## src/design/ute_pkg.sv

```systemverilog
// ---------------------------------------------------------------------------
// Ultrasonic tilt estimator package
// Widths, constants, register codes and beat types shared by the block.
// ---------------------------------------------------------------------------
`default_nettype none

package ute_pkg;

   localparam int CELL_COUNT_DEF = 10;
   localparam int NUM_LANES      = 4;

   localparam int TIME_W   = 15;
   localparam int SPEED_W  = 11;
   localparam int ALPHA_W  = 10;
   localparam int WEIGHT_W = 15;
   localparam int BASE_W   = 15;
   localparam int FLAGS_W  = 3;
   localparam int DIST_W   = 15;
   localparam int TILT_W   = 16;
   localparam int CELL_W   = 8;
   localparam int SEEN_W   = 4;

   localparam int FLAG_TIME  = 0;
   localparam int FLAG_DIST  = 1;
   localparam int FLAG_PLANE = 2;

   localparam logic [ALPHA_W-1:0] ALPHA_ONE  = 10'd1000;
   localparam logic [TIME_W-1:0]  TIME_LIMIT = 15'd32000;
   localparam int                 SPEED_DIV  = 2000;
   localparam logic [DIST_W-1:0]  DIST_MAX   = 15'd32767;

   // Shared restoring divider and square-root unit sizes.
   localparam int DIV_NUM_W = 30;
   localparam int DIV_DEN_W = 16;
   localparam int DIV_CNT_W = $clog2(DIV_NUM_W);
   localparam int SQ_N_W    = 31;
   localparam int SQ_R_W    = 16;

   // Division by 125 as a reciprocal multiply, exact for arguments below 2**23.
   // Dividing by 1000 or 2000 first drops the low three or four bits.
   localparam int                 RCP_IN_W = 23;
   localparam int                 RCP_M_W  = 24;
   localparam int                 RCP_S    = 30;
   localparam int                 Q125_W   = 17;
   localparam logic [RCP_M_W-1:0] RCP125_M = 24'd8589935;

   localparam int CSR_ADDR_W = 5;
   localparam int CSR_DATA_W = 32;

   typedef enum logic [2:0] {
      REG_SOUND_SPEED = 3'd0,
      REG_MAX_TIME    = 3'd1,
      REG_ALPHA       = 3'd2,
      REG_WEIGHT_X    = 3'd3,
      REG_WEIGHT_Y    = 3'd4,
      REG_BASELINE_X  = 3'd5,
      REG_BASELINE_Y  = 3'd6,
      REG_FLAGS       = 3'd7
   } csr_index_type;

   localparam logic [SPEED_W-1:0]  SOUND_SPEED_RST = 11'd343;
   localparam logic [TIME_W-1:0]   MAX_TIME_RST    = 15'd20000;
   localparam logic [ALPHA_W-1:0]  ALPHA_RST       = 10'd400;
   localparam logic [WEIGHT_W-1:0] WEIGHT_RST      = 15'd100;
   localparam logic [BASE_W-1:0]   BASELINE_RST    = 15'd100;
   localparam logic [FLAGS_W-1:0]  FLAGS_RST       = 3'd0;

   typedef struct packed {
      logic [SPEED_W-1:0]  sound_speed;
      logic [TIME_W-1:0]   max_time;
      logic [ALPHA_W-1:0]  alpha;
      logic [ALPHA_W-1:0]  alpha_rest;
      logic [WEIGHT_W-1:0] weight_x;
      logic [WEIGHT_W-1:0] weight_y;
      logic [BASE_W-1:0]   baseline_x;
      logic [BASE_W-1:0]   baseline_y;
      logic [FLAGS_W-1:0]  flags;
   } cfg_type;

   typedef struct packed {
      logic [TIME_W-1:0] echo_left_us;
      logic [TIME_W-1:0] echo_right_us;
      logic [TIME_W-1:0] echo_up_us;
      logic [TIME_W-1:0] echo_down_us;
      logic [SEEN_W-1:0] echo_seen;
   } req_payload_type;

   typedef struct packed {
      logic [DIST_W-1:0]        dist_left;
      logic [DIST_W-1:0]        dist_right;
      logic [DIST_W-1:0]        dist_up;
      logic [DIST_W-1:0]        dist_down;
      logic signed [TILT_W-1:0] tilt_x;
      logic signed [TILT_W-1:0] tilt_y;
      logic [DIST_W-1:0]        height;
      logic signed [CELL_W-1:0] cell_x;
      logic signed [CELL_W-1:0] cell_y;
   } rsp_payload_type;

   function automatic logic [Q125_W-1:0] div125(logic [RCP_IN_W-1:0] x);
      logic [RCP_IN_W+RCP_M_W-1:0] p;
      p = (RCP_IN_W+RCP_M_W)'(x) * (RCP_IN_W+RCP_M_W)'(RCP125_M);
      return p[RCP_S +: Q125_W];
   endfunction

endpackage

`default_nettype wire

```

## src/design/ute_lane.sv

```systemverilog
// ---------------------------------------------------------------------------
// Echo channel lane
// Timeout substitution, optional time smoothing, time to distance conversion
// with saturation and optional distance smoothing for one sensor.
// ---------------------------------------------------------------------------
`default_nettype none

module ute_lane import ute_pkg::*; (
   input  logic              clock,
   input  logic              reset,
   input  logic              start,
   input  logic [TIME_W-1:0] echo_us,
   input  logic              seen,
   input  cfg_type           cfg,
   output logic              done,
   output logic [DIST_W-1:0] dist_mm
);

   localparam int ACC_W = 25;

   typedef enum logic [3:0] {
      L_IDLE, L_TB1, L_TB2, L_TBW, L_DM, L_DW, L_DB1, L_DB2, L_DBW, L_DONE
   } lane_state_type;

   lane_state_type       state_ff, state_in;
   logic [TIME_W-1:0]    t_ff, t_in;
   logic [TIME_W-1:0]    ft_ff, ft_in;
   logic [DIST_W-1:0]    dist_ff, dist_in;
   logic [ACC_W-1:0]     acc_ff, acc_in;
   logic [DIV_NUM_W-1:0] num_ff, num_in;
   logic [RCP_IN_W-1:0]  rcp_arg;
   logic [Q125_W-1:0]    q125;
   logic [DIST_W-1:0]    dist_sat;

   always_comb begin
      // The distance step divides by 2000, the smoothing steps by 1000.
      rcp_arg  = (state_ff == L_DW) ? num_ff[RCP_IN_W+3:4] : num_ff[RCP_IN_W+2:3];
      q125     = div125(rcp_arg);
      dist_sat = (|q125[Q125_W-1:DIST_W]) ? DIST_MAX : q125[DIST_W-1:0];
      state_in = state_ff;
      t_in     = t_ff;
      ft_in    = ft_ff;
      dist_in  = dist_ff;
      acc_in   = acc_ff;
      num_in   = num_ff;
      case (state_ff)
         L_IDLE: begin
            if (start) begin
               t_in     = seen ? echo_us : cfg.max_time;
               state_in = cfg.flags[FLAG_TIME] ? L_TB1 : L_DM;
            end
         end
         L_TB1: begin
            acc_in   = ACC_W'(cfg.alpha) * ACC_W'(t_ff);
            state_in = L_TB2;
         end
         L_TB2: begin
            num_in   = DIV_NUM_W'(acc_ff) + DIV_NUM_W'(cfg.alpha_rest) * DIV_NUM_W'(ft_ff);
            state_in = L_TBW;
         end
         L_TBW: begin
            t_in     = q125[TIME_W-1:0];
            state_in = L_DM;
         end
         L_DM: begin
            ft_in    = t_ff;
            num_in   = DIV_NUM_W'(t_ff) * DIV_NUM_W'(cfg.sound_speed);
            state_in = L_DW;
         end
         L_DW: begin
            if (cfg.flags[FLAG_DIST]) begin
               t_in     = dist_sat;
               state_in = L_DB1;
            end else begin
               dist_in  = dist_sat;
               state_in = L_DONE;
            end
         end
         L_DB1: begin
            acc_in   = ACC_W'(cfg.alpha) * ACC_W'(t_ff);
            state_in = L_DB2;
         end
         L_DB2: begin
            num_in   = DIV_NUM_W'(acc_ff) + DIV_NUM_W'(cfg.alpha_rest) * DIV_NUM_W'(dist_ff);
            state_in = L_DBW;
         end
         L_DBW: begin
            dist_in  = q125[DIST_W-1:0];
            state_in = L_DONE;
         end
         L_DONE: begin
            state_in = L_IDLE;
         end
         default: begin
            state_in = L_IDLE;
         end
      endcase
   end

   always_ff @(posedge clock) begin
      if (reset) begin
         state_ff <= L_IDLE;
         ft_ff    <= '0;
         dist_ff  <= '0;
      end else begin
         state_ff <= state_in;
         ft_ff    <= ft_in;
         dist_ff  <= dist_in;
      end
      t_ff   <= t_in;
      acc_ff <= acc_in;
      num_ff <= num_in;
   end

   assign done    = (state_ff == L_DONE);
   assign dist_mm = dist_ff;

endmodule

`default_nettype wire

```

## config.mk

```make
export PLATFORM = sky130hd
export DESIGN_NAME = ute_lane
export DESIGN_NICKNAME = d
export VERILOG_FILES = /design/src/design/ute_pkg.sv /design/src/design/ute_lane.sv
export SDC_FILE = /design/constraint.sdc
export NUM_CORES = 2
export LEC_CHECK = 0
export BUFFER_PORTS_ARGS = -buffer_cell sky130_fd_sc_hd__buf_2
export CAP_MARGIN = 10
export CORE_ASPECT_RATIO = 1.25
export CORE_MARGIN = 4
export CORE_UTILIZATION = 62
export CTS_BUF_LIST = sky130_fd_sc_hd__clkbuf_16
export DETAILED_ROUTE_END_ITERATION = 8
export PLACE_DENSITY = 0.83
export SYNTH_ARGS = -nofsm -noshare
export SYNTH_HDL_FRONTEND = slang
export SYNTH_SLANG_ARGS = --single-unit
export TNS_END_PERCENT = 30
```

## constraint.sdc

```tcl
create_clock -name clock -period 10.37 [get_ports clock]
set_clock_uncertainty 0.2 [all_clocks]
set_input_delay 1.5555 -clock clock [delete_from_list [all_inputs] [get_ports clock]]
set_output_delay 1.5555 -clock clock [all_outputs]
set_load 0.05 [all_outputs]
```

# == After elaboration in Yosys (flattened, before gate mapping) ==
# Index checks and enable logic that the tools add are counted.
# W data, S select, Z words.
# classes
add_sub_neg,2
multipliers,5
eq_ne,12
muxes,13
n_reduce_logical,8
# op_table
operator,count
$pmux W27 S3,1
$mul A10 B15 Y25,3
$mux W15,5
$add A25 B25 Y26,2
$mul A23 B24 Y47 const B,1
$pmux W15 S3,1
$pmux W4 S9,1
$pmux W15 S2,1
$mul A15 B11 Y26,1
$mux W23,1
$eq A4 B3 Y1 const B,4
$eq A4 B2 Y1 const B,2
$eq A4 B4 Y1 const B,2
$mux W4,2
$ne A2 B2 Y1 const B,3
$reduce_bool A3 Y1,2
$eq A4 B1 Y1 const B,1
$logic_not A4 Y1,1
$reduce_or A2 Y1,2
$mux W3,1
$reduce_and A3 Y1,1
$reduce_and A2 Y1,1
$reduce_bool A2 Y1,1
# totals
ff_bits,101
input_bits,128
output_inout_bits,16
wordCells,46

# == Longest topological paths before layout ==
# logic_depth
depth_word,7
depth_mapped,29
depth_no_buf,25

# == Worst setup path after synthesis ==
# OpenSTA, ideal clock, no wires.
# synth_path
path_type,reg-to-reg
from,register state_ff[2]
to,register t_ff[0] (data pin)
setup_ps,258
arrival_ps,7316
required_ps,9912
setup_slack_ps,2596
path_stages_with_launch,30
path_buffers,4
synth_period_minus_slack_ps,7774
path_cell_list,dfxtp_1 -> buf_4 -> and4bb_1 -> buf_4 -> clkbuf_1 -> mux2_2 -> ha_1 -> ha_1 -> nand2b_1 -> fa_1 -> inv_1 -> fa_1 -> fa_1 -> fa_1 -> inv_1 -> fa_1 -> inv_1 -> fa_1 -> inv_1 -> ha_1 -> and3_1 -> nor2b_1 -> o2111a_1 -> o21ai_1 -> a311oi_2 -> o22ai_2 -> nor2_1 -> o31ai_1 -> buf_2 -> nand2_1
# synth_between
elab_chain_cells,7
elab_cells_between_ends,9
classes_between,1 x mul; 2 x eq/ne; 4 x mux; 2 x reduce/logical
# synth_lines
element,line,rtl
start: declaration,ute_lane.sv:25,"lane_state_type state_ff, state_in;"
start signal: assignment,ute_lane.sv:106,state_ff <= state_in;
$eq A4 B3 Y1,"ute_lane.sv:37, ute_lane.sv:46",
$mux W23,ute_lane.sv:37,rcp_arg = (state_ff == L_DW) ? num_ff[RCP_IN_W+3:4] : num_ff[RCP_IN_W+2:3];
$mul A23 B24 Y47,ute_pkg.sv:102,p = (RCP_IN_W+RCP_M_W)'(x) * (RCP_IN_W+RCP_M_W)'(RCP125_M);
$reduce_or A2 Y1,ute_lane.sv:39,dist_sat = (|q125[Q125_W-1:DIST_W]) ? DIST_MAX : q125[DIST_W-1:0];
$mux W15,ute_lane.sv:39,
$mux W15,ute_lane.sv:71,if (cfg.flags[FLAG_DIST]) begin
$pmux W15 S3 *,ute_lane.sv:46,case (state_ff)
net t_in[0],ute_lane.sv:26,"logic [TIME_W-1:0] t_ff, t_in;"
end signal: assignment,ute_lane.sv:110,t_ff <= t_in;
end: declaration,ute_lane.sv:26,
# The timed path passes the listed nets; every way through them passes the cells marked *. The select of a mux whose other input is x is not followed.
# A chain may end at the register's enable or synchronous reset.

# == Worst setup path in the final report ==
# layout_path
from,register state_ff[0]
to,"register dist_ff[8], in the netlist dist_mm[8]"
# layout_between
elab_chain_cells,7
elab_cells_between_ends,11
classes_between,1 x mul; 3 x eq/ne; 4 x mux; 3 x reduce/logical
# layout_lines
element,line,rtl
$eq A4 B3 Y1,"ute_lane.sv:37, ute_lane.sv:46",
$mux W23,ute_lane.sv:37,
$mul A23 B24 Y47,ute_pkg.sv:102,
$reduce_or A2 Y1,ute_lane.sv:39,
$mux W15,ute_lane.sv:39,
$mux W15,ute_lane.sv:71,
$pmux W15 S2,ute_lane.sv:46,
end signal: assignment,ute_lane.sv:108,dist_ff <= dist_in;
end: declaration,ute_lane.sv:28,"logic [DIST_W-1:0] dist_ff, dist_in;"
# Parallel ways exist; a longest one is shown, timed or not. The select of a mux whose other input is x is not followed.

==> out/results.ini <==
[drt]
vias_per_cell = 5.920
routedWlPerCell_um = 19.78
num_vias = 25280
wl_um = 84490
drt_iter0_drc = 1736
first_pass_iters = 8
drc = 0
ant_nets = 0

[clock_tree]
clock_path_buffers = 2
clk_pin_slew_worst_paths_ps = 80
cts_tree = yes
htreeDepth = 3
postCtsSetupRepairBufs = 0
ctsResizeCount = 0
numCtsBuffers = 9
cts_hold_buf = 0
root_buffer = clkbuf_16
cts.sinks = 97
insertion_delay_ps = 370

[outcome]
status = finished, final reports clean

[timing]
tightestPinTransition_ps = 1140
fin_ws_ps = 1387
finalHoldViolCount = 0
grt_setup_unrepaired = no
maxSlewViolCount = 0
fin_tns_setup_ps = 0
finalCritPeriodShare = 0.8663
period_needed_ps = 8983
fmax_ghz = 0.1113
setup_violations = 0
relSlewSlack = 0.2374

[yosys]
synth_edf_count = 63
ys_top_cells_by_area = fa_1 (38%), ha_1 (18%), inv_1 (8.8%)
synth_top_area_share = 0.3789
async_reset_ff_frac = 0
yosysSeqAreaShare = 0.07765
synth_seq_cells = 97
syn_nets = 4856
postSynthAreaPerCell_um2 = 9.142
synthDistinctLibCells = 72
post-synth-top-area-cell = fa_1
synth_cells = 3624
yosys_warnings = 0
synthTopCellsByCount = inv_1 (779), fa_1 (627), ha_1 (477)
synth.most_common_cell = inv_1
ys.flop_type = edfxtp_1
post_synth_instance_area_um2 = 33130

[min_path]
whs_path_depth = 2
hold_start = ft_ff[14]
min_to = ft_ff[14]
min_path_type = reg -> reg

[worst_setup_path]
regToRegStartpoint = state_ff[0]
cpMostUsedCell = fa_1
crit_fanout = 20
cp-start-kind = flop
endpoint_kind = flop
critPathSlowestCell = dfxtp_1
critPathBufInv = 4
r2r_slack_ps = 1390
cp_cell_sequence = and4bb_1 -> buf_4 -> mux2i_1 -> inv_1 -> fa_1 -> ha_1 -> fa_1 -> ha_1 -> fa_1 -> inv_1 -> fa_1 -> fa_1 -> inv_1 -> ha_1 -> a21o_1 -> a311oi_1 -> and2_1 -> a211oi_1 -> nor2_1 -> nor4_1 -> nor4b_1 -> a21o_1 -> a21oi_1
critical-path-top-delay-family = adder cells
rr_worst_depth = 23
r2r-end = dist_mm[8]
crit_type = reg -> reg
worstPathArrival_ps = 9020
worstPathRequired_ps = 10410
crit_path_max_incr_delay_ps = 750

[layout]
fillerInstances = 4143
drive_gt1_frac = 0.04669
syn_to_final_growth_pct = 3.573
final_nets = 4825

[floorplanning]
die_h_um = 266.5
dieArea_um2 = 57220
io_pins = 144
num_rows = 94
start_util = 0.6274
die_x_um = 214.8
coreArea_um2 = 52810

[global_routing]
met1_usage = 0.3622
grt_start_max_net_pins = 34
grt_pass1_wl_um = 137300
met2_usage = 0.5265
antenna_found_initial = 4
overflow = 0
gr-usage-all-layers = 0.3032
busiest_layer = met2
grt_pass1_vias = 26630
gr-usage-met3 = 0.04293

[place]
portBuffers = 82
gp_congestion = 0.9630
hpwlAfterDp_um = 69320
dp_slack_ps = 1511

[job]
drv_cap = 0

-- worst max-delay path by stage --
stage,cells past startpoint,endpoint,slack (ps),start
floorplan,29,t_ff[0],2600,state_ff[2]
global placement,22,dist_mm[7],1610,state_ff[0]
detailed placement,22,dist_mm[7],1510,state_ff[0]
CTS,22,dist_mm[7],1500,state_ff[0]
global route,23,dist_mm[7],930,state_ff[0]
finish,23,dist_mm[8],1390,state_ff[0]
-- sequential cells by signal, summed over array words and instances, names as in the netlist --
| signal | cells |
|---|---|
| dist_mm | 15 |
| ft_ff | 15 |
| acc_ff | 25 |
| num_ff | 23 |
| t_ff | 15 |
| state_ff | 4 |
-- cell type report --
class / count / area, µm² / area share
multi-input cells: 2599 / 27080 / 0.7892
inverters: 779 / 2924 / 0.08521
flip-flops and latches: 97 / 2572 / 0.07497
well taps: 672 / 840.8 / 0.02450
repair buffers: 107 / 598.1 / 0.01743
clock buffers: 9 / 225.2 / 0.006563
clock inverters: 7 / 70.07 / 0.002042
diodes: 1 / 2.502 / 0.00007293
-- through the flow --
step	utilization	hold WS (ps)	area [µm²]	cells
after global placement	0.6442	426.1	34020	4254
after detailed placement	0.6442	440.4	34020	4254
final	0.6498	453.8	34310	4271
after global routing	0.6497	503.5	34310	4270
after floorplan	-	235.1	33130	3624
after CTS	0.6497	453.3	34310	4270
-- kinds of logic after synthesis --
| group | synth area share |
|---|---|
| xor gates and xnor gates | 0.02485 |
| buffers and inverters | 0.1054 |
| and+or+nand+nor | 0.1374 |
| DFF | 0.07765 |
| muxes | 0.01420 |
| adders and majority gates | 0.5590 |
| AOI/OAI and AO/OA | 0.08146 |
-- metal layers --
| layer | vias to the layer above | wire length [µm] |
|---|---|---|
| li1 | 11230 | - |
| met1 | 12710 | 30350 |
| met2 | 1056 | 42020 |
| met3 | 286 | 6051 |
| met4 | 4 | 6028 |
| met5 | - | 34 |
-- worst reg2reg max path, stage by stage, from the launching register on --
cell and delay, ps:
dfxtp_1 750, and4bb_1 510, buf_4 350, mux2i_1 650, inv_1 380, fa_1 590, ha_1 330, fa_1 440
ha_1 210, fa_1 500, inv_1 50, fa_1 440, fa_1 510, inv_1 40, ha_1 280, a21o_1 200
a311oi_1 390, and2_1 220, a211oi_1 130, nor2_1 440, nor4_1 120, nor4b_1 570, a21o_1 420, a21oi_1 130
-- cells in the final DEF, fill, tap and decap left out, types with 46 or more instances in the layout --
cell type | Yosys | routed
buf_2 | 1 | 82
xnor2_1 | 57 | 57
a21o_1 | 46 | 46
and2_1 | 266 | 266
edfxtp_1 | 63 | 63
nor2_1 | 63 | 62
fa_1 | 627 | 627
ha_1 | 477 | 477
inv_1 | 779 | 779
o21ai_0 | 97 | 97
nand2_1 | 468 | 468
a21oi_1 | 109 | 109
Power is not shown: default switching activity piles up to over one toggle a cycle in this logic, so the estimate is an artifact.
