$ cat config.mk
export PLATFORM = sky130hd
export DESIGN_NAME = ute_merge
export DESIGN_NICKNAME = d
export VERILOG_FILES = /design/src/design/ute_pkg.sv /design/src/design/ute_div.sv /design/src/design/ute_sqrt.sv /design/src/design/ute_merge.sv
export SDC_FILE = /design/constraint.sdc
export NUM_CORES = 2
export LEC_CHECK = 0
export BUFFER_PORTS_ARGS = -buffer_cell sky130_fd_sc_hd__buf_2
export CAP_MARGIN = 10
export CORE_UTILIZATION = 25
export CTS_BUF_LIST = sky130_fd_sc_hd__clkbuf_4 sky130_fd_sc_hd__clkbuf_8
export CTS_CLUSTER_DIAMETER = 150
export DETAILED_ROUTE_END_ITERATION = 6
export GPL_TIMING_DRIVEN = 0
export PLACE_DENSITY = 0.4
export SYNTH_ARGS = -nofsm -noshare
export SYNTH_HDL_FRONTEND = slang
export SYNTH_SLANG_ARGS = --single-unit
$ cat constraint.sdc
create_clock -name clock -period 8.54 [get_ports clock]
set_input_delay 0.427 -clock clock [delete_from_list [all_inputs] [get_ports clock]]
set_output_delay 0.427 -clock clock [all_outputs]
set_load 0.02 [all_outputs]
$ cat src/design/ute_pkg.sv
// ---------------------------------------------------------------------------
// Ultrasonic tilt estimator package
// Widths, constants, register codes and beat types shared by the block.
// ---------------------------------------------------------------------------
`default_nettype none

package ute_pkg;

   localparam int CELL_COUNT_DEF = 10;
   localparam int NUM_LANES      = 4;

   localparam int TIME_W   = 15;
   localparam int SPEED_W  = 11;
   localparam int ALPHA_W  = 10;
   localparam int WEIGHT_W = 15;
   localparam int BASE_W   = 15;
   localparam int FLAGS_W  = 3;
   localparam int DIST_W   = 15;
   localparam int TILT_W   = 16;
   localparam int CELL_W   = 8;
   localparam int SEEN_W   = 4;

   localparam int FLAG_TIME  = 0;
   localparam int FLAG_DIST  = 1;
   localparam int FLAG_PLANE = 2;

   localparam logic [ALPHA_W-1:0] ALPHA_ONE  = 10'd1000;
   localparam logic [TIME_W-1:0]  TIME_LIMIT = 15'd32000;
   localparam int                 SPEED_DIV  = 2000;
   localparam logic [DIST_W-1:0]  DIST_MAX   = 15'd32767;

   // Shared restoring divider and square-root unit sizes.
   localparam int DIV_NUM_W = 30;
   localparam int DIV_DEN_W = 16;
   localparam int DIV_CNT_W = $clog2(DIV_NUM_W);
   localparam int SQ_N_W    = 31;
   localparam int SQ_R_W    = 16;

   // Division by 125 as a reciprocal multiply, exact for arguments below 2**23.
   // Dividing by 1000 or 2000 first drops the low three or four bits.
   localparam int                 RCP_IN_W = 23;
   localparam int                 RCP_M_W  = 24;
   localparam int                 RCP_S    = 30;
   localparam int                 Q125_W   = 17;
   localparam logic [RCP_M_W-1:0] RCP125_M = 24'd8589935;

   localparam int CSR_ADDR_W = 5;
   localparam int CSR_DATA_W = 32;

   typedef enum logic [2:0] {
      REG_SOUND_SPEED = 3'd0,
      REG_MAX_TIME    = 3'd1,
      REG_ALPHA       = 3'd2,
      REG_WEIGHT_X    = 3'd3,
      REG_WEIGHT_Y    = 3'd4,
      REG_BASELINE_X  = 3'd5,
      REG_BASELINE_Y  = 3'd6,
      REG_FLAGS       = 3'd7
   } csr_index_type;

   localparam logic [SPEED_W-1:0]  SOUND_SPEED_RST = 11'd343;
   localparam logic [TIME_W-1:0]   MAX_TIME_RST    = 15'd20000;
   localparam logic [ALPHA_W-1:0]  ALPHA_RST       = 10'd400;
   localparam logic [WEIGHT_W-1:0] WEIGHT_RST      = 15'd100;
   localparam logic [BASE_W-1:0]   BASELINE_RST    = 15'd100;
   localparam logic [FLAGS_W-1:0]  FLAGS_RST       = 3'd0;

   typedef struct packed {
      logic [SPEED_W-1:0]  sound_speed;
      logic [TIME_W-1:0]   max_time;
      logic [ALPHA_W-1:0]  alpha;
      logic [ALPHA_W-1:0]  alpha_rest;
      logic [WEIGHT_W-1:0] weight_x;
      logic [WEIGHT_W-1:0] weight_y;
      logic [BASE_W-1:0]   baseline_x;
      logic [BASE_W-1:0]   baseline_y;
      logic [FLAGS_W-1:0]  flags;
   } cfg_type;

   typedef struct packed {
      logic [TIME_W-1:0] echo_left_us;
      logic [TIME_W-1:0] echo_right_us;
      logic [TIME_W-1:0] echo_up_us;
      logic [TIME_W-1:0] echo_down_us;
      logic [SEEN_W-1:0] echo_seen;
   } req_payload_type;

   typedef struct packed {
      logic [DIST_W-1:0]        dist_left;
      logic [DIST_W-1:0]        dist_right;
      logic [DIST_W-1:0]        dist_up;
      logic [DIST_W-1:0]        dist_down;
      logic signed [TILT_W-1:0] tilt_x;
      logic signed [TILT_W-1:0] tilt_y;
      logic [DIST_W-1:0]        height;
      logic signed [CELL_W-1:0] cell_x;
      logic signed [CELL_W-1:0] cell_y;
   } rsp_payload_type;

   function automatic logic [Q125_W-1:0] div125(logic [RCP_IN_W-1:0] x);
      logic [RCP_IN_W+RCP_M_W-1:0] p;
      p = (RCP_IN_W+RCP_M_W)'(x) * (RCP_IN_W+RCP_M_W)'(RCP125_M);
      return p[RCP_S +: Q125_W];
   endfunction

endpackage

`default_nettype wire

$ cat src/design/ute_div.sv
// ---------------------------------------------------------------------------
// Restoring divider
// Unsigned quotient, one bit per cycle, pulses done when the quotient is ready.
// ---------------------------------------------------------------------------
`default_nettype none

module ute_div import ute_pkg::*; (
   input  logic                 clock,
   input  logic                 reset,
   input  logic                 go,
   input  logic [DIV_NUM_W-1:0] num,
   input  logic [DIV_DEN_W-1:0] den,
   output logic                 done,
   output logic [DIV_NUM_W-1:0] quo
);

   logic                 busy_ff, busy_in;
   logic                 done_ff, done_in;
   logic [DIV_CNT_W-1:0] cnt_ff, cnt_in;
   logic [DIV_DEN_W-1:0] rem_ff, rem_in;
   logic [DIV_NUM_W-1:0] q_ff, q_in;
   logic [DIV_DEN_W-1:0] den_ff, den_in;
   logic [DIV_DEN_W:0]   trial;
   logic [DIV_DEN_W:0]   diff;
   logic                 fits;

   always_comb begin
      trial   = {rem_ff, q_ff[DIV_NUM_W-1]};
      fits    = trial >= {1'b0, den_ff};
      diff    = trial - {1'b0, den_ff};
      busy_in = busy_ff;
      done_in = 1'b0;
      cnt_in  = cnt_ff;
      rem_in  = rem_ff;
      q_in    = q_ff;
      den_in  = den_ff;
      if (go) begin
         busy_in = 1'b1;
         cnt_in  = DIV_CNT_W'(DIV_NUM_W - 1);
         rem_in  = '0;
         q_in    = num;
         den_in  = den;
      end else if (busy_ff) begin
         rem_in = fits ? diff[DIV_DEN_W-1:0] : trial[DIV_DEN_W-1:0];
         q_in   = {q_ff[DIV_NUM_W-2:0], fits};
         if (cnt_ff == '0) begin
            busy_in = 1'b0;
            done_in = 1'b1;
         end else begin
            cnt_in = cnt_ff - 1'b1;
         end
      end
   end

   always_ff @(posedge clock) begin
      if (reset) begin
         busy_ff <= 1'b0;
         done_ff <= 1'b0;
      end else begin
         busy_ff <= busy_in;
         done_ff <= done_in;
      end
      cnt_ff <= cnt_in;
      rem_ff <= rem_in;
      q_ff   <= q_in;
      den_ff <= den_in;
   end

   assign done = done_ff;
   assign quo  = q_ff;

endmodule

`default_nettype wire

$ cat src/design/ute_sqrt.sv
// ---------------------------------------------------------------------------
// Integer square root
// Floor square root by trial bits, most significant first, one per cycle.
// ---------------------------------------------------------------------------
`default_nettype none

module ute_sqrt import ute_pkg::*; (
   input  logic              clock,
   input  logic              reset,
   input  logic              go,
   input  logic [SQ_N_W-1:0] n,
   output logic              done,
   output logic [SQ_R_W-1:0] root
);

   logic                  busy_ff, busy_in;
   logic                  done_ff, done_in;
   logic [SQ_N_W-1:0]     n_ff, n_in;
   logic [SQ_R_W-1:0]     g_ff, g_in;
   logic [SQ_R_W-1:0]     bit_ff, bit_in;
   logic [SQ_R_W-1:0]     trial;
   logic [2*SQ_R_W-1:0]   square;

   always_comb begin
      trial   = g_ff | bit_ff;
      square  = (2*SQ_R_W)'(trial) * (2*SQ_R_W)'(trial);
      busy_in = busy_ff;
      done_in = 1'b0;
      n_in    = n_ff;
      g_in    = g_ff;
      bit_in  = bit_ff;
      if (go) begin
         busy_in = 1'b1;
         n_in    = n;
         g_in    = '0;
         bit_in  = SQ_R_W'(1) << (SQ_R_W - 1);
      end else if (busy_ff) begin
         if (square <= (2*SQ_R_W)'(n_ff)) begin
            g_in = trial;
         end
         bit_in = bit_ff >> 1;
         if (bit_ff[0]) begin
            busy_in = 1'b0;
            done_in = 1'b1;
         end
      end
   end

   always_ff @(posedge clock) begin
      if (reset) begin
         busy_ff <= 1'b0;
         done_ff <= 1'b0;
      end else begin
         busy_ff <= busy_in;
         done_ff <= done_in;
      end
      n_ff   <= n_in;
      g_ff   <= g_in;
      bit_ff <= bit_in;
   end

   assign done = done_ff;
   assign root = g_ff;

endmodule

`default_nettype wire

$ cat src/design/ute_merge.sv
// ---------------------------------------------------------------------------
// Lane merge stage
// Height from the four distances, tilt per axis through the shared square
// root and divider, optional plane smoothing and cell quantization.
// ---------------------------------------------------------------------------
`default_nettype none

module ute_merge import ute_pkg::*; #(
   parameter int CELL_COUNT = CELL_COUNT_DEF
) (
   input  logic              clock,
   input  logic              reset,
   input  logic              start,
   input  logic [DIST_W-1:0] dist_lane [NUM_LANES],
   input  cfg_type           cfg,
   input  logic              ack,
   output logic              res_valid,
   output rsp_payload_type   res
);

   localparam int PACC_W = 27;
   localparam int SQ_W   = 2 * BASE_W;

   // Weight over the cell count by a reciprocal multiply, exact for 15-bit
   // weights and up to 128 cells.
   localparam int                  STEP_S   = WEIGHT_W + 7;
   localparam int                  STEP_M_W = STEP_S + 1;
   localparam logic [STEP_M_W-1:0] STEP_M   =
      STEP_M_W'((2**STEP_S + CELL_COUNT - 1) / CELL_COUNT);

   typedef enum logic [3:0] {
      M_IDLE, M_AXIS, M_SQ1, M_SQ2, M_SQW, M_MUL, M_MW, M_PB1,
      M_PB2, M_PBW, M_PSTORE, M_CS, M_CQ, M_CQW, M_OUT
   } merge_state_type;

   merge_state_type          state_ff, state_in;
   logic                     axis_ff, axis_in;
   logic [1:0]               k_ff, k_in;
   logic [DIST_W-1:0]        hg_ff, hg_in;
   logic [DIST_W-1:0]        h_ff, h_in;
   logic                     neg_ff, neg_in;
   logic [SQ_W-1:0]          sq_ff, sq_in;
   logic                     sq_go_ff, sq_go_in;
   logic [SQ_N_W-1:0]        sq_n_ff, sq_n_in;
   logic [SQ_R_W-1:0]        l_ff, l_in;
   logic                     go_ff, go_in;
   logic [DIV_NUM_W-1:0]     num_ff, num_in;
   logic [DIV_DEN_W-1:0]     den_ff, den_in;
   logic signed [TILT_W-1:0] tx_ff, tx_in;
   logic signed [TILT_W-1:0] ty_ff, ty_in;
   logic signed [TILT_W-1:0] ptx_ff, ptx_in;
   logic signed [TILT_W-1:0] pty_ff, pty_in;
   logic signed [TILT_W-1:0] phg_ff, phg_in;
   logic signed [PACC_W-1:0] acc_ff, acc_in;
   logic                     bsign_ff, bsign_in;
   logic [WEIGHT_W-1:0]      step_ff, step_in;
   logic signed [CELL_W-1:0] cx_ff, cx_in;
   logic signed [CELL_W-1:0] cy_ff, cy_in;

   logic                     sq_done;
   logic [SQ_R_W-1:0]        sq_root;
   logic                     div_done;
   logic [DIV_NUM_W-1:0]     div_quo;

   logic [DIST_W+1:0]        dist_sum;
   logic [DIST_W-1:0]        da, db;
   logic                     gt;
   logic [WEIGHT_W-1:0]      w_sel;
   logic [BASE_W-1:0]        b_sel;
   logic signed [TILT_W-1:0] t_sel;
   logic signed [TILT_W-1:0] pv, pold;
   logic signed [TILT_W-1:0] mag_s;
   logic signed [TILT_W-1:0] blend_r;
   logic signed [TILT_W-1:0] t_abs;
   logic signed [PACC_W-1:0] pa, pb, pr, po, psum, pmag;
   logic [Q125_W-1:0]        pq;
   logic [WEIGHT_W+STEP_M_W-1:0] step_prod;
   logic signed [CELL_W-1:0] cell_q;
   merge_state_type          after_axis;

   ute_sqrt u_sqrt (
      .clock (clock),
      .reset (reset),
      .go    (sq_go_ff),
      .n     (sq_n_ff),
      .done  (sq_done),
      .root  (sq_root)
   );

   ute_div u_div (
      .clock (clock),
      .reset (reset),
      .go    (go_ff),
      .num   (num_ff),
      .den   (den_ff),
      .done  (div_done),
      .quo   (div_quo)
   );

   always_comb begin
      dist_sum = (DIST_W+2)'(dist_lane[0]) + (DIST_W+2)'(dist_lane[1])
               + (DIST_W+2)'(dist_lane[2]) + (DIST_W+2)'(dist_lane[3]);
      da    = axis_ff ? dist_lane[2] : dist_lane[0];
      db    = axis_ff ? dist_lane[3] : dist_lane[1];
      gt    = da > db;
      w_sel = axis_ff ? cfg.weight_y : cfg.weight_x;
      b_sel = axis_ff ? cfg.baseline_y : cfg.baseline_x;
      t_sel = axis_ff ? ty_ff : tx_ff;
      t_abs = (t_sel < 0) ? -t_sel : t_sel;
      step_prod = (WEIGHT_W+STEP_M_W)'(w_sel) * (WEIGHT_W+STEP_M_W)'(STEP_M);

      case (k_ff)
         2'd0:    begin pv = tx_ff;           pold = ptx_ff; end
         2'd1:    begin pv = ty_ff;           pold = pty_ff; end
         default: begin pv = {1'b0, hg_ff};   pold = phg_ff; end
      endcase

      pa    = PACC_W'(signed'({1'b0, cfg.alpha}));
      pr    = PACC_W'(signed'({1'b0, cfg.alpha_rest}));
      pb    = PACC_W'(pv);
      po    = PACC_W'(pold);
      psum  = acc_ff + pr * po;
      pmag  = (psum < 0) ? -psum : psum;
      // The blend magnitude is held in num_ff and divided by 1000.
      pq      = div125(num_ff[RCP_IN_W+2:3]);
      blend_r = bsign_ff ? -signed'(pq[TILT_W-1:0]) : signed'(pq[TILT_W-1:0]);
      mag_s   = neg_ff ? -signed'({1'b0, div_quo[DIST_W-1:0]})
                       : signed'({1'b0, div_quo[DIST_W-1:0]});

      // Quotient magnitude clamped to the signed cell range.
      if (bsign_ff) begin
         cell_q = (div_quo > DIV_NUM_W'(128)) ? CELL_W'(-128) : -signed'(div_quo[CELL_W-1:0]);
      end else begin
         cell_q = (div_quo > DIV_NUM_W'(127)) ? CELL_W'(127) : signed'(div_quo[CELL_W-1:0]);
      end

      if (!axis_ff) begin
         after_axis = M_AXIS;
      end else if (cfg.flags[FLAG_PLANE]) begin
         after_axis = M_PB1;
      end else begin
         after_axis = M_PSTORE;
      end

      state_in = state_ff;
      axis_in  = axis_ff;
      k_in     = k_ff;
      hg_in    = hg_ff;
      h_in     = h_ff;
      neg_in   = neg_ff;
      sq_in    = sq_ff;
      sq_go_in = 1'b0;
      sq_n_in  = sq_n_ff;
      l_in     = l_ff;
      go_in    = 1'b0;
      num_in   = num_ff;
      den_in   = den_ff;
      tx_in    = tx_ff;
      ty_in    = ty_ff;
      ptx_in   = ptx_ff;
      pty_in   = pty_ff;
      phg_in   = phg_ff;
      acc_in   = acc_ff;
      bsign_in = bsign_ff;
      step_in  = step_ff;
      cx_in    = cx_ff;
      cy_in    = cy_ff;

      case (state_ff)
         M_IDLE: begin
            if (start) begin
               hg_in    = dist_sum[DIST_W+1:2];
               axis_in  = 1'b0;
               k_in     = 2'd0;
               state_in = M_AXIS;
            end
         end
         M_AXIS: begin
            h_in = gt ? (da - db) : (db - da);
            // Horizontal is positive when left is farther, vertical when down is.
            neg_in   = axis_ff ? gt : !gt;
            state_in = M_SQ1;
         end
         M_SQ1: begin
            sq_in    = SQ_W'(b_sel) * SQ_W'(b_sel);
            state_in = M_SQ2;
         end
         M_SQ2: begin
            sq_n_in  = SQ_N_W'(sq_ff) + SQ_N_W'(h_ff) * SQ_N_W'(h_ff);
            sq_go_in = 1'b1;
            state_in = M_SQW;
         end
         M_SQW: begin
            if (sq_done) begin
               l_in     = sq_root;
               state_in = M_MUL;
            end
         end
         M_MUL: begin
            if (l_ff == '0) begin
               if (axis_ff) ty_in = '0;
               else         tx_in = '0;
               axis_in  = 1'b1;
               state_in = after_axis;
            end else begin
               num_in   = DIV_NUM_W'(w_sel) * DIV_NUM_W'(h_ff);
               den_in   = DIV_DEN_W'(l_ff);
               go_in    = 1'b1;
               state_in = M_MW;
            end
         end
         M_MW: begin
            if (div_done) begin
               if (axis_ff) ty_in = mag_s;
               else         tx_in = mag_s;
               axis_in  = 1'b1;
               state_in = after_axis;
            end
         end
         M_PB1: begin
            acc_in   = pa * pb;
            state_in = M_PB2;
         end
         M_PB2: begin
            bsign_in = psum < 0;
            num_in   = DIV_NUM_W'(pmag);
            state_in = M_PBW;
         end
         M_PBW: begin
            case (k_ff)
               2'd0:    tx_in = blend_r;
               2'd1:    ty_in = blend_r;
               default: hg_in = blend_r[DIST_W-1:0];
            endcase
            if (k_ff == 2'd2) begin
               state_in = M_PSTORE;
            end else begin
               k_in     = k_ff + 2'd1;
               state_in = M_PB1;
            end
         end
         M_PSTORE: begin
            ptx_in   = tx_ff;
            pty_in   = ty_ff;
            phg_in   = {1'b0, hg_ff};
            axis_in  = 1'b0;
            state_in = M_CS;
         end
         M_CS: begin
            step_in  = step_prod[STEP_S +: WEIGHT_W];
            state_in = M_CQ;
         end
         M_CQ: begin
            if (step_ff == '0) begin
               if (axis_ff) cy_in = '0;
               else         cx_in = '0;
               axis_in  = 1'b1;
               state_in = axis_ff ? M_OUT : M_CS;
            end else begin
               bsign_in = t_sel < 0;
               num_in   = DIV_NUM_W'(unsigned'(t_abs));
               den_in   = DIV_DEN_W'(step_ff);
               go_in    = 1'b1;
               state_in = M_CQW;
            end
         end
         M_CQW: begin
            if (div_done) begin
               if (axis_ff) cy_in = cell_q;
               else         cx_in = cell_q;
               axis_in  = 1'b1;
               state_in = axis_ff ? M_OUT : M_CS;
            end
         end
         M_OUT: begin
            if (ack) begin
               state_in = M_IDLE;
            end
         end
         default: begin
            state_in = M_IDLE;
         end
      endcase
   end

   always_ff @(posedge clock) begin
      if (reset) begin
         state_ff <= M_IDLE;
         go_ff    <= 1'b0;
         sq_go_ff <= 1'b0;
         ptx_ff   <= '0;
         pty_ff   <= '0;
         phg_ff   <= '0;
      end else begin
         state_ff <= state_in;
         go_ff    <= go_in;
         sq_go_ff <= sq_go_in;
         ptx_ff   <= ptx_in;
         pty_ff   <= pty_in;
         phg_ff   <= phg_in;
      end
      axis_ff  <= axis_in;
      k_ff     <= k_in;
      hg_ff    <= hg_in;
      h_ff     <= h_in;
      neg_ff   <= neg_in;
      sq_ff    <= sq_in;
      sq_n_ff  <= sq_n_in;
      l_ff     <= l_in;
      num_ff   <= num_in;
      den_ff   <= den_in;
      tx_ff    <= tx_in;
      ty_ff    <= ty_in;
      acc_ff   <= acc_in;
      bsign_ff <= bsign_in;
      step_ff  <= step_in;
      cx_ff    <= cx_in;
      cy_ff    <= cy_in;
   end

   assign res_valid      = (state_ff == M_OUT);
   assign res.dist_left  = dist_lane[0];
   assign res.dist_right = dist_lane[1];
   assign res.dist_up    = dist_lane[2];
   assign res.dist_down  = dist_lane[3];
   assign res.tilt_x     = tx_ff;
   assign res.tilt_y     = ty_ff;
   assign res.height     = hg_ff;
   assign res.cell_x     = cx_ff;
   assign res.cell_y     = cy_ff;

endmodule

`default_nettype wire

# After elaboration in Yosys (flattened, before gate mapping)
# Index checks and enable logic that the tools add are counted.
[classes]
n_eq_ne = 38
div = 0
order_cmp = 7
n_shift = 0
mul = 8
bitwise_logic = 4
mux = 84
reduce_logical = 32
addsub = 15
[ops]
columns = ["operator", "count"]
rows = [
  ["two-way mux 16 bit", 17],
  ["two-way mux 30 bit", 4],
  ["two-way mux 15 bit", 7],
  ["case mux 16 bit (2 select lines)", 3],
  ["case mux 16 bit (3 select lines)", 2],
  ["multiplier 15 x 15 -> 30 bit", 3],
  ["case mux 30 bit (3 select lines)", 1],
  ["two-way mux 8 bit", 11],
  ["case mux 4 bit (15 select lines)", 1],
  ["multiplier 11 x 16 -> 27 bit", 2],
  ["multiplier 23 x 24 -> 46 bit (second input constant)", 1],
  ["two-way mux 4 bit", 9],
  ["multiplier 15 x 19 -> 34 bit (second input constant)", 1],
  ["less-or-equal comparator 32 x 31 -> 1 bit", 1],
  ["multiplier 16 x 16 -> 32 bit", 1],
  ["inequality test 2 bit (second input constant)", 16],
  ["negation 16 bit", 2],
  ["case mux 8 bit (2 select lines)", 2],
  ["adder 30 x 30 -> 31 bit", 1],
  ["> comparator 30 x 7 -> 1 bit (second input constant)", 1],
  ["> comparator 30 x 8 -> 1 bit (second input constant)", 1],
  ["case mux 15 bit (2 select lines)", 1],
  ["subtractor 15 bit", 2],
  ["== test 4 bit (second input constant)", 7],
  ["other kinds (44)", 91],
]
[word_totals]
mem_bits_ro = 0
in_bits = 173
ff_bits = 432
latchBits = 0
wordCells = 222
ramBits = 0
n_memories = 0
output_inout_bits = 124

# Depth between registers and ports, before layout
[depth]
word_depth = 7
ltp_mapped = 39

# Hierarchy
# From an unflattened synthesis, not the netlist that was laid out.
[hier_totals]
hier_cells = 8014
hier_area_um2 = 75705.1
[by_module_without_submodules]
columns = ["mod", "n_inst", "area_per_inst_um2", "cells_each", "seq_area_each_um2"]
rows = [
  ["ute_merge", 1, 61612.8, 6517, 8388.0],
  ["ute_sqrt", 1, 10465.0, 1168, 1611.5],
  ["ute_div", 1, 3627.2, 329, 1841.8],
]

# Least setup slack after synthesis
# Ideal clock, no wire load.
[synth_path]
path_kind = "flip-flop to flip-flop"
startpoint = "reg axis_ff"
endpoint = "reg step_ff[11] (data pin)"
path_buffers = 5
required_ns = 8.404
slack_ns = 0.648
arrival_time_ns = 7.756
path_stages_with_launch = 29
synth_period_minus_slack_ns = 7.892
cell_sequence = "edfxtp_1 -> clkbuf_1 -> buf_1 -> buf_2 -> buf_1 -> mux2_2 -> clkbuf_1 -> ha_1 -> fa_1 -> inv_1 -> fa_1 -> inv_1 -> fa_1 -> inv_1 -> fa_1 -> inv_1 -> fa_1 -> ha_1 -> a21o_1 -> a21oi_1 -> o21ai_0 -> a21oi_1 -> o22ai_1 -> a311oi_2 -> o21ai_1 -> a41oi_1 -> o21ai_0 -> or4_1 -> nand3_1"
[synth_via]
elab_chain_cells = 2
[synth_lines]
columns = ["item", "line", "text"]
rows = [
  ["from (decl)", "ute_merge.sv:37", "logic axis_ff, axis_in;"],
  ["from (signal assigned)", "ute_merge.sv:302", "axis_ff <= axis_in;"],
  ["two-way mux 15 bit", "ute_merge.sv:106", "w_sel = axis_ff ? cfg.weight_y : cfg.weight_x;"],
  ["multiplier 15 x 19 -> 34 bit", "ute_merge.sv:110", "step_prod = (WEIGHT_W+STEP_M_W)'(w_sel) * (WEIGHT_W+STEP_M_W)'(STEP_M);"],
  ["named net step_prod[33]", "ute_merge.sv:77", "logic [WEIGHT_W+STEP_M_W-1:0] step_prod;"],
  ["to (signal assigned)", "ute_merge.sv:316", "step_ff <= step_in;"],
  ["to (decl)", "ute_merge.sv:56", "logic [WEIGHT_W-1:0] step_ff, step_in;"],
]
# The timed path passes the listed nets, and every way through them passes these cells.
# A chain may end at the register's enable or synchronous reset.

# Final worst setup path
[layout_path]
startpoint = "reg k_ff[0]"
endpoint = "reg num_ff[1] (data pin)"
[layout_via]
elab_chain_cells = 7
[layout_lines]
columns = ["item", "line", "text"]
rows = [
  ["from (decl)", "ute_merge.sv:38", "logic [1:0] k_ff, k_in;"],
  ["from (signal assigned)", "ute_merge.sv:303", "k_ff <= k_in;"],
  ["== test 2 x 1 -> 1 bit or zero test 2 bit (tied branches)", "ute_merge.sv:112", "case (k_ff)"],
  ["case mux 16 bit (2 select lines) (*)", "ute_merge.sv:112", ""],
  ["multiplier 11 x 16 -> 27 bit (*)", "ute_merge.sv:122", "psum = acc_ff + pr * po;"],
  ["adder 27 bit (*)", "ute_merge.sv:122", ""],
  ["negation 27 bit or < comparator 27 x 1 -> 1 bit (tied branches)", "ute_merge.sv:123", "pmag = (psum < 0) ? -psum : psum;"],
  ["two-way mux 27 bit (*)", "ute_merge.sv:123", ""],
  ["case mux 30 bit (3 select lines) (*)", "ute_merge.sv:169", "case (state_ff)"],
  ["named net num_in[1]", "ute_merge.sv:47", "logic [DIV_NUM_W-1:0] num_ff, num_in;"],
  ["to (signal assigned)", "ute_merge.sv:310", "num_ff <= num_in;"],
  ["to (decl)", "ute_merge.sv:47", ""],
]
# The timed path passes the listed nets; every way through them passes the cells marked *.

==> impl_metrics.csv <==
group,metric,value,unit
outcome,outcome,"completed",
yosys,yosys-top-cells-area,"fa_1 (32%), ha_1 (16%), edfxtp_1 (13%), inv_1 (8.8%), nand2_1 (3.8%)",
setup_path,path_depth,28,
layout,drive_above_1_share,9.65,%
setup_path,rrSetupSlack,260,ps
clocking,cts.sinks,431,
die,core,297000,sq um
routing,wire_per_inst,19.9,um
global_route,grt-ovfl-total,0,
yosys,synthTopCellsByCount,"inv_1 (1,746), fa_1 (1,213), ha_1 (936)",
setup_path,crit_buf_inv,7,
routing,drc,0,
setup_path,cp-end-kind,"flop",
timing,finalMaxSlewViolations,0,
placement,gp_congestion,0.901,
setup_path,crit_family,"adder cells",
yosys,synthFlopType,"edfxtp_1",
placement,dp_hpwl,209000,um
yosys,synth_top_cell_by_area,"fa_1",
layout,syn_to_final_growth,12.2,%
yosys,synth-seq-cells,431,
timing,slew_headroom,5.66,%
timing,skew,60.3,ps
clocking,cts_buffer_depth,3,
die,io_pins,297,
timing,tns,0,ps
yosys,ys_warn_count,0,
setup_path,worst_path_most_repeated_cell,"fa_1",
clocking,cts_tree,"done",
timing,finalCriticalPeriod,8280,ps
routing,drtAntennaViolNets,0,
die,rows,200,
clocking,h-tree-depth,3,
clocking,clk_pin_slew,60,ps
layout,n_fill_cell,31800,
timing,fmax,0.121,GHz
layout,nNetsFinal,10600,
setup_path,cpPeakStageDelay,590,ps
routing,firstDrtPassIters,6,
yosys,synth.distinct_cells,105,
die,dieWidth,549,um
timing,setup_viol,0,
setup_path,start_kind,"flop",
run,drv_cap,0,
setup_path,r2r.worst_path.cells,28,
clocking,worstSkewPairLatency,810,ps
timing,fin_crit_sh,97.0,%
setup_path,slowest_stage,"fa_1",
global_route,grt_use_met3,1.85,%
setup_path,path_class,"flop to flop",
routing,num_vias,54500,
yosys,synth_top_area_share,32.5,%
yosys,synth_most_common_cell,"inv_1",
min_path,min_path_type,"input pin to flop",
global_route,gr-max-usage-layer,"met2",
yosys,synthArstFlopShare,0,%
die,dieArea,301000,sq um
setup_path,crit_fanout,10,
placement,io_buffers,267,
routing,drt_iter0_drc,3015,
layout,seq_area,11800,sq um
global_route,grt_pass1_wl,368000,um
die,die_y,549,um
setup_path,arrival,8750,ps
yosys,synth_area_per_cell,9.52,sq um
yosys,synth_edf_count,321,
timing,finalHoldViolations,0,
setup_path,critPathCapture,"num_ff[1]",
global_route,antenna_found_initial,41,
setup_path,r2r-end,"num_ff[1]",
global_route,grt_usage,16.3,%
layout,multi_input_area,55600,sq um
routing,wl,244000,um
yosys,synth_cells,7861,
clocking,holdBufCountCts,0,
global_route,grt_max_degree,33,
global_route,grtUsageMet1,21.1,%
global_route,use_met2,28.9,%
yosys,netlist_area,74800,sq um
layout,post-route-util,28.2,%
setup_path,required,9010,ps
routing,viasPerCell,4.44,
clocking,root_buffer,"clkbuf_8",
clocking,cts_made_buffers,86,
die,start_util,25.2,%
global_route,first_global_vias,58000,
timing,tightest_slew,1420,ps
setup_path,startpoint,"k_ff[0]",
yosys,yosysSeqAreaShare,15.8,%
yosys,synth_nets,10200,
setup_path,reg2reg_from,"k_ff[0]",
==> timing repair <==
item / CTS / global route
setup buffers: 9 / 17
gates resized for setup: 84 / 93
pin swaps: 6 / 10
gates cloned: 1 / 0
setup endpoints to repair: 78 / 75
==> state kept, by name (all words and copies together), names as in the netlist, 27 cells and up <==
signal,count
sq_ff,29
u_sqrt.n_ff,31
num_ff,30
u_div.quo,30
sq_n_ff,31
acc_ff,27
==> per-layer routing <==
metal	share of wire, %	up-vias
met1	44	27600
li1	-	25600
met3	4.0	234
met5	0.019	-
met2	50	1044
met4	2.2	8
==> kinds of logic (layout without fill, tap and decap cells) <==
logic type | count (synthesis) | in the layout | share of synthesized area (%)
muxes | 168 | 168 | 2.37
buffers and inverters | 2012 | 2466 | 10.4
xor gates and xnor gates | 300 | 300 | 3.52
and+or+nand+nor | 1890 | 1890 | 11.9
AOI/OAI and AO/OA | 910 | 910 | 7.86
other | 1 | 19 | 0.00501
adders and majority gates | 2149 | 2149 | 48.1
DFF | 431 | 431 | 15.8
==> worst min-delay path by stage <==
stage / start / endpoint / slack (ps) / cells after the start
floorplan: den_ff[0] / u_div.den_ff[0] / 400 / 0
global placement: den_ff[4] / u_div.den_ff[4] / 400 / 0
detailed placement: den_ff[2] / u_div.den_ff[2] / 400 / 0
CTS: reset / u_div.busy_ff / 50 / 2
global route: reset / u_div.busy_ff / 100 / 2
finish: reset / u_div.busy_ff / 130 / 2
==> through the flow <==
step	hold slack [ps]	setup WS [ps]	cell area, sq um	cells
4_1_cts	46.0	24.8	83500	12200
6_report	132	259	83900	12300
5_1_grt	102	-16.2	83900	12300
3_3_place_gp	401	-2690	81100	12100
2_1_floorplan	400	648	74800	7861
3_5_place_dp	405	-1890	81400	12100
==> final cells by class <==
| cell class | count | share of cell area, % |
|---|---|---|
| antenna | 18 | 0.0537 |
| buffer | 240 | 1.53 |
| clock buffer | 108 | 1.64 |
| clock inverter | 47 | 0.537 |
| inverter | 1764 | 7.92 |
| multi-input combinational | 5418 | 66.3 |
| sequential | 431 | 14.1 |
| tap | 3939 | 5.87 |
| timing repair buffer | 307 | 2.09 |
==> cell usage in the layout (no fill, tap or decap), types with 87 or more instances in the layout <==
cell	count
mux2i_1	88
edfxtp_1	321
dfxtp_1	108
o21ai_0	166
fa_1	1213
nor2_1	386
buf_4	87
nand2_1	735
ha_1	932
clkbuf_1	131
xor2_1	107
a21oi_1	273
buf_2	277
and2_1	245
xnor2_1	185
a21o_1	102
inv_1	1741
clkbuf_8	92
Power is not shown: default switching activity piles up to over one toggle a cycle in this logic, so the estimate is an artifact.
